<file path="src/rtl/core/rbci_pkg.sv">
// Package with the shared types and codes of the ring buffer claim/ack index unit.
`timescale 1ns / 1ps

package rbci_pkg;

  // Operation codes carried in the kind field of an input word.
  localparam logic [2:0] KIND_PUT_CLAIM = 3'd0;
  localparam logic [2:0] KIND_PUT_ACK   = 3'd1;
  localparam logic [2:0] KIND_GET_CLAIM = 3'd2;
  localparam logic [2:0] KIND_GET_ACK   = 3'd3;
  localparam logic [2:0] KIND_CLEAR     = 3'd4;

  // Status codes of a result word.
  localparam logic STATUS_OK       = 1'b0;
  localparam logic STATUS_REJECTED = 1'b1;

  // Capacity after reset.
  localparam logic [16:0] CAPACITY_RESET = 17'h10000;

  // Sequencer states.
  typedef enum logic [2:0] {
    ST_IDLE,
    ST_REL,
    ST_WRAP,
    ST_LIMIT,
    ST_COMMIT
  } state_t;

  // Commands from the controller to the datapath.
  typedef struct packed {
    logic load;
    logic rel;
    logic wrap;
    logic limit;
    logic commit;
  } cmd_t;

endpackage

</file>
<file path="src/rtl/core/ring_buffer_claim_ack_index_unit.sv">
// Each accepted word is walked by the sequencer through the shared datapath in the steps
// load, rel, wrap, limit and commit; no new word is taken until the commit, and a stalled
// result holds the commit step.
// Reset (rst, synchronous): counters clear, capacity returns to 65536, no result pending.
// A clear word also empties all six counters but keeps the capacity.
`timescale 1ns / 1ps

module ring_buffer_claim_ack_index_unit
  import rbci_pkg::*;
#(
  parameter int unsigned MAX_CAPACITY = 65536
) (
  input  logic        clk,
  input  logic        rst,
  input  logic        cfg_wr_en,
  input  logic [16:0] cfg_wr_data,
  input  logic        in_valid,
  output logic        in_stall,
  input  logic [2:0]  kind,
  input  logic [16:0] amount,
  output logic        out_valid,
  input  logic        out_stall,
  output logic [16:0] granted,
  output logic [15:0] offset,
  output logic        status
);

  cmd_t cmd;

  // Sequencer.
  rbci_ctrl u_ctrl (
    .clk       (clk),
    .rst       (rst),
    .in_valid  (in_valid),
    .in_stall  (in_stall),
    .out_valid (out_valid),
    .out_stall (out_stall),
    .cmd       (cmd)
  );

  // Counters and arithmetic.
  rbci_datapath #(
    .MAX_CAPACITY (MAX_CAPACITY)
  ) u_datapath (
    .clk         (clk),
    .rst         (rst),
    .cmd         (cmd),
    .cfg_wr_en   (cfg_wr_en),
    .cfg_wr_data (cfg_wr_data),
    .kind        (kind),
    .amount      (amount),
    .granted     (granted),
    .offset      (offset),
    .status      (status)
  );

endmodule

</file>
<file path="src/rtl/core/rbci_ctrl.sv">
// Controller state machine that steps one word through the datapath.
`timescale 1ns / 1ps

module rbci_ctrl
  import rbci_pkg::*;
(
  input  logic clk,
  input  logic rst,
  input  logic in_valid,
  output logic in_stall,
  output logic out_valid,
  input  logic out_stall,
  output cmd_t cmd
);

  state_t state;
  state_t state_next;
  logic   out_valid_next;

  // State and output valid registers.
  always_ff @(posedge clk) begin
    if (rst) begin
      state     <= ST_IDLE;
      out_valid <= 1'b0;
    end else begin
      state     <= state_next;
      out_valid <= out_valid_next;
    end
  end

  // Next state and commands.
  always_comb begin
    state_next = state;
    cmd        = '0;
    in_stall   = 1'b1;
    unique case (state)
      ST_IDLE: begin
        in_stall = 1'b0;
        if (in_valid) begin
          cmd.load   = 1'b1;
          state_next = ST_REL;
        end
      end
      ST_REL: begin
        cmd.rel    = 1'b1;
        state_next = ST_WRAP;
      end
      ST_WRAP: begin
        cmd.wrap   = 1'b1;
        state_next = ST_LIMIT;
      end
      ST_LIMIT: begin
        cmd.limit  = 1'b1;
        state_next = ST_COMMIT;
      end
      ST_COMMIT: begin
        // The result register must be free or emptying this cycle.
        if (!out_valid || !out_stall) begin
          cmd.commit = 1'b1;
          state_next = ST_IDLE;
        end
      end
      default: begin
        state_next = ST_IDLE;
      end
    endcase
  end

  // The result word stays valid until it is taken.
  always_comb begin
    if (cmd.commit) begin
      out_valid_next = 1'b1;
    end else if (out_valid && !out_stall) begin
      out_valid_next = 1'b0;
    end else begin
      out_valid_next = out_valid;
    end
  end

endmodule

</file>
<file path="src/rtl/core/rbci_datapath.sv">
// Datapath with the zone counters, the capacity register and the claim/ack arithmetic.
`timescale 1ns / 1ps

module rbci_datapath
  import rbci_pkg::*;
#(
  parameter int unsigned MAX_CAPACITY = 65536
) (
  input  logic        clk,
  input  logic        rst,
  input  cmd_t        cmd,
  input  logic        cfg_wr_en,
  input  logic [16:0] cfg_wr_data,
  input  logic [2:0]  kind,
  input  logic [16:0] amount,
  output logic [16:0] granted,
  output logic [15:0] offset,
  output logic        status
);

  localparam logic [31:0] MAX_CAP = 32'(MAX_CAPACITY);

  logic [16:0] capacity;
  logic [31:0] put_base, put_head, put_tail;
  logic [31:0] get_base, get_head, get_tail;

  // Working registers of the current word.
  logic [2:0]  kind_r;
  logic [16:0] amt_r;
  logic [16:0] cap_r;
  logic [31:0] rel, used, diff, tail_n;
  logic [31:0] rel_c, base_c, room, tail_rel;
  logic        reject;
  logic [16:0] g1;
  logic [15:0] off_r;
  logic        bump;
  logic [31:0] base_bump;

  logic [16:0] cap_eff;
  logic        is_get;
  logic [31:0] zbase, zhead, ztail;
  logic [31:0] cap32, amt32;
  logic        wrap;
  logic [31:0] lim;
  logic [16:0] g;

  // Effective capacity, held within 1 to the maximum.
  always_comb begin
    if (capacity == 17'd0) begin
      cap_eff = 17'd1;
    end else if ({15'd0, capacity} > MAX_CAP) begin
      cap_eff = MAX_CAP[16:0];
    end else begin
      cap_eff = capacity;
    end
  end

  // Zone selection follows the kind code.
  assign is_get = kind_r[1];
  assign zbase  = is_get ? get_base : put_base;
  assign zhead  = is_get ? get_head : put_head;
  assign ztail  = is_get ? get_tail : put_tail;
  assign cap32  = {15'd0, cap_r};
  assign amt32  = {15'd0, amt_r};
  assign wrap   = rel >= cap32;
  assign lim    = cap32 - rel_c;
  assign g      = ({15'd0, g1} < room) ? g1 : room[16:0];

  // Capacity register.
  always_ff @(posedge clk) begin
    if (rst) begin
      capacity <= CAPACITY_RESET;
    end else if (cfg_wr_en) begin
      capacity <= cfg_wr_data;
    end
  end

  // Working registers, one group per step.
  always_ff @(posedge clk) begin
    if (cmd.load) begin
      kind_r <= kind;
      amt_r  <= amount;
      cap_r  <= cap_eff;
    end
    if (cmd.rel) begin
      rel    <= zhead - zbase;
      used   <= put_head - get_tail;
      diff   <= zhead - ztail;
      tail_n <= ztail + amt32;
    end
    if (cmd.wrap) begin
      rel_c    <= wrap ? rel - cap32 : rel;
      base_c   <= wrap ? zbase + cap32 : zbase;
      room     <= is_get ? put_tail - get_head : cap32 - used;
      reject   <= amt32 > diff;
      tail_rel <= tail_n - zbase;
    end
    if (cmd.limit) begin
      g1        <= (amt32 < lim) ? amt_r : lim[16:0];
      off_r     <= 16'(zhead - base_c);
      bump      <= tail_rel >= cap32;
      base_bump <= zbase + cap32;
    end
  end

  // Counter updates at commit.
  always_ff @(posedge clk) begin
    if (rst) begin
      put_base <= '0;
      put_head <= '0;
      put_tail <= '0;
      get_base <= '0;
      get_head <= '0;
      get_tail <= '0;
    end else if (cmd.commit) begin
      unique case (kind_r)
        KIND_PUT_CLAIM: begin
          put_head <= put_head + {15'd0, g};
        end
        KIND_GET_CLAIM: begin
          get_head <= get_head + {15'd0, g};
        end
        KIND_PUT_ACK: begin
          if (!reject) begin
            put_tail <= tail_n;
            put_head <= tail_n;
            if (bump) begin
              put_base <= base_bump;
            end
          end
        end
        KIND_GET_ACK: begin
          if (!reject) begin
            get_tail <= tail_n;
            get_head <= tail_n;
            if (bump) begin
              get_base <= base_bump;
            end
          end
        end
        KIND_CLEAR: begin
          put_base <= '0;
          put_head <= '0;
          put_tail <= '0;
          get_base <= '0;
          get_head <= '0;
          get_tail <= '0;
        end
        default: begin
        end
      endcase
    end
  end

  // Result word register.
  always_ff @(posedge clk) begin
    if (cmd.commit) begin
      unique case (kind_r)
        KIND_PUT_CLAIM, KIND_GET_CLAIM: begin
          granted <= g;
          offset  <= off_r;
          status  <= STATUS_OK;
        end
        KIND_PUT_ACK, KIND_GET_ACK: begin
          granted <= '0;
          offset  <= '0;
          status  <= reject ? STATUS_REJECTED : STATUS_OK;
        end
        default: begin
          granted <= '0;
          offset  <= '0;
          status  <= STATUS_OK;
        end
      endcase
    end
  end

endmodule

</file>
<file path="config.mk">
export PLATFORM = sky130hd
export DESIGN_NAME = ring_buffer_claim_ack_index_unit
export DESIGN_NICKNAME = d
export VERILOG_FILES = /design/src/rtl/core/rbci_pkg.sv /design/src/rtl/core/ring_buffer_claim_ack_index_unit.sv /design/src/rtl/core/rbci_ctrl.sv /design/src/rtl/core/rbci_datapath.sv
export SDC_FILE = /design/constraint.sdc
export NUM_CORES = 2
export LEC_CHECK = 0
export ABC_CLOCK_PERIOD_IN_PS = 12800
export BUFFER_PORTS_ARGS = -buffer_cell sky130_fd_sc_hd__buf_2
export CAP_MARGIN = 20
export CORE_ASPECT_RATIO = 1.25
export CORE_MARGIN = 3
export CORE_UTILIZATION = 40
export DETAILED_ROUTE_END_ITERATION = 8
export PLACE_DENSITY = 0.6
export SYNTH_ARGS = -nofsm -noshare
export SYNTH_HDL_FRONTEND = slang
export SYNTH_HIERARCHICAL = 1
export SYNTH_SLANG_ARGS = --single-unit
export TNS_END_PERCENT = 10
</file>
<file path="constraint.sdc">
create_clock -name clk -period 12.8 [get_ports clk]
set_input_delay 1.28 -clock clk [delete_from_list [all_inputs] [get_ports clk]]
set_output_delay 1.28 -clock clk [all_outputs]
set_load 0.01 [all_outputs]
</file>
==> flow_summary.yaml <==
global_route:
  first_global_vias: 30300
  antenna_found_initial: 0
  grt_max_degree: 143
  grt_first_pass_wirelength_mm: 189
  track_usage_pct: 24.3
  gr-total-overflow: 0
placed_design:
  post-place-ws_ns: 6.82
  post-place-cells: 5415
  place_congestion: 0.960
  io_buffers: 77
  place_area_sq_mm: 0.0409
  dpl.hpwl_mm: 94.6
floorplan:
  rows: 127
  coreArea_sq_mm: 0.0965
  io-pin-count: 78
  start_util_pct: 40.6
  fp.dieH_microns: 356
  die_w_microns: 286
  dieArea_sq_mm: 0.102
finish:
  layout.nets: 4610
  n_fill_cell: 9406
  antennaDiodeCount: 0
  drive_gt1_share_pct: 7.80
  final_common_cell: "edfxtp_1"
  final_cell_count_no_fill: 5545
  final_cell_mix: "378 x edfxtp_1, 357 x ha_1, 347 x a21oi_1"
  layout.area.seq_sq_mm: 0.0156
  design_area_sq_mm: 0.0432
  syn_to_final_growth_pct: 10.5
  multi_input_area_sq_mm: 0.0219
sta:
  rsz0062_at_grt: "false"
  final-hold-violation-count: 0
  fmax_ghz: 0.160
  maxSlewViolCount: 0
  period_minus_slack_ns: 6.25
  timing.final.crit_share_pct: 48.8
  relSlewSlack_pct: 27.1
  finalWorstSetupSlack_ns: 6.55
  worstMarginPinSlew_ns: 1.09
  fin_tns_setup_ns: 0
  setup_viol: 0
  skew_ns: 0.0267
  fin_hold_ws_ns: 0.452
logic_synthesis:
  synth-seq-area-share_pct: 39.9
  synth_seq_cells: 591
  synth_edf_count: 378
  syn_area_per_cell_sq_um: 9.43
  synth_top_area_share_pct: 29.0
  synth_cells: 4147
  ys.flop_type: "edfxtp_1"
  synth_nets: 4559
  synth_area_sq_mm: 0.0391
  synth_top_area_cell: "edfxtp_1"
  synthTopCellsByArea: "edfxtp_1 29%, ha_1 11%, dfxtp_1 11%"
  synthArstFlopShare_pct: 0
  yosysWarningCount: 6
  ys_types: 97
clock_network:
  hold_buffers: 0
  cts_buffer_depth: 3
  cts_resized: 0
  cts_inserted_buffers: 69
  cts-root-buf: "clkbuf_16"
  cts_sinks: 591
  clkLatencyLatePin_ns: 0.63
  path_clk_slew_ns: 0.06
  cts_setup_buffers: 0
  h-tree-depth: 3
  cts_tree: "built"
setup_path:
  crit_path_start_kind: "flip-flop"
  critPathMaxStageDelay_ns: 0.95
  cp_max_fo: 6
  cp_common_cell: "a31oi_1"
  critical_path_class: "reg2reg"
  ff2ff_path_depth: 18
  worstPathArrival_ns: 6.79
  crit_slowest_cell: "a311oi_1"
  critPathCaptureType: "flip-flop"
  worstPathRequired_ns: 13.34
  cp_cell_sequence: "nor4_1 > nand2_1 > nor4_1 > o211ai_1 > a31oi_2 > mux2i_1 > inv_1 > ha_1 > a21o_1 > a21oi_1 > o21ai_0 > a31oi_1 > o41ai_1 > a311oi_1 > nor2_1 > a31oi_1 > o21ai_0 > a31oi_1"
routing:
  wire_per_inst_microns: 22.7
  wl_mm: 126
  ant_nets: 0
  vias: 31900
  drt_first_pass_iters: 6
  vias_per_cell: 5.76
  drt-initial-drc-count: 2684
  drc: 0
job:
  max_cap_violations: 0
power_and_ir_drop:
  p_per_area_mw_per_mm2: 117
  p_leak_nw: 17.2
  vdd_drop_max_uv: 84.8
hold_path:
  whs_path_depth: 2
  hold_class: "reg2reg"
outcome:
  status: "completed"
[synth_stat cells (8+ instances only)]
library cell,number
edfxtp_1,378
ha_1,357
a21oi_1,348
nand2_1,336
inv_1,296
nor2_1,275
dfxtp_1,213
o21ai_0,204
xnor2_1,175
nand3_1,155
xor2_1,121
a21o_1,113
clkbuf_1,111
mux2i_1,95
nor3_1,79
and2_1,71
o21a_1,57
nor2b_1,55
mux2_2,51
a31oi_1,50
a211oi_1,43
nand2b_1,41
nor4_1,39
nand4_1,36
a221oi_1,35
and3_1,31
a22oi_1,27
or3_1,25
o31ai_1,23
o21bai_1,22
o211ai_1,21
or2_2,17
fa_1,13
nand3b_1,13
o31a_1,13
a21boi_0,12
o41ai_1,11
a211o_1,10
buf_1,10
nor3b_1,9
o2111ai_1,9
a31o_2,8
or4_1,8
[cells by family after synthesis]
group                      Yosys count  synth area share, %
AOI/OAI and AO/OA                 1092                 17.9
and+or+nand+nor                   1221                 15.3
DFF                                591                 39.9
xor gates and xnor gates           297                 6.69
muxes                              146                 3.90
adders and majority gates          370                 12.1
buffers and inverters              430                 4.24
[area by class of cell]
type,count,share of cell area (%)
clock buffer,105,4.84
clock inverter,23,0.376
inverter,296,2.57
multi-input combinational,3126,50.8
sequential,591,36.1
tap,1290,3.74
timing repair buffer,114,1.58
[metal layers]
metal	part of all wire, %	vias up	global-route usage [%]
met3	5.0	318	2.69
li1	-	15300	-
met5	0	-	0
met4	6.5	0	13.9
met2	48	1077	41.7
met1	41	15300	29.7
[worst max-delay path, delay by kind of cell (launching register included)]
kind / cells / cell delay [ns]
buffers and inverters: 1 / 0.13
AOI/OAI and AO/OA: 11 / 3.60
adders and majority gates: 1 / 0.29
muxes: 1 / 0.46
DFF: 1 / 0.36
and+or+nand+nor: 4 / 1.32
[report_power, final]
group          switching (mW)  leakage (nW)  internal, mW  total, mW
Combinational           0.493          10.8         0.311      0.804
Sequential             0.0955          5.24          2.16       2.26
Clock                   0.831          1.10          1.15       1.98
Total                    1.42          17.2          3.63       5.05
[worst paths after layout]
kind / from / endpoint / slack (ns)
max: u_datapath/room[23]$_DFFE_PP_ / u_datapath/get_head[27]$_SDFFE_PP0P_ / 6.55
min: u_datapath/put_base[24]$_SDFFE_PP0P_ / u_datapath/put_base[24]$_SDFFE_PP0P_ / 0.45
max reg2reg: u_datapath/room[23]$_DFFE_PP_ / u_datapath/get_head[27]$_SDFFE_PP0P_ / 6.55
min reg2reg: u_datapath/put_base[24]$_SDFFE_PP0P_ / u_datapath/put_base[24]$_SDFFE_PP0P_ / 0.45
[through the flow]
stage	total power, mW	utilization [%]
2_1_floorplan	2.84	-
3_3_place_gp	3.08	42.4
3_5_place_dp	3.09	42.4
4_1_cts	5.09	44.8
5_1_grt	5.26	44.8
6_report	5.05	44.8
Power figures use the tool's default switching activity.
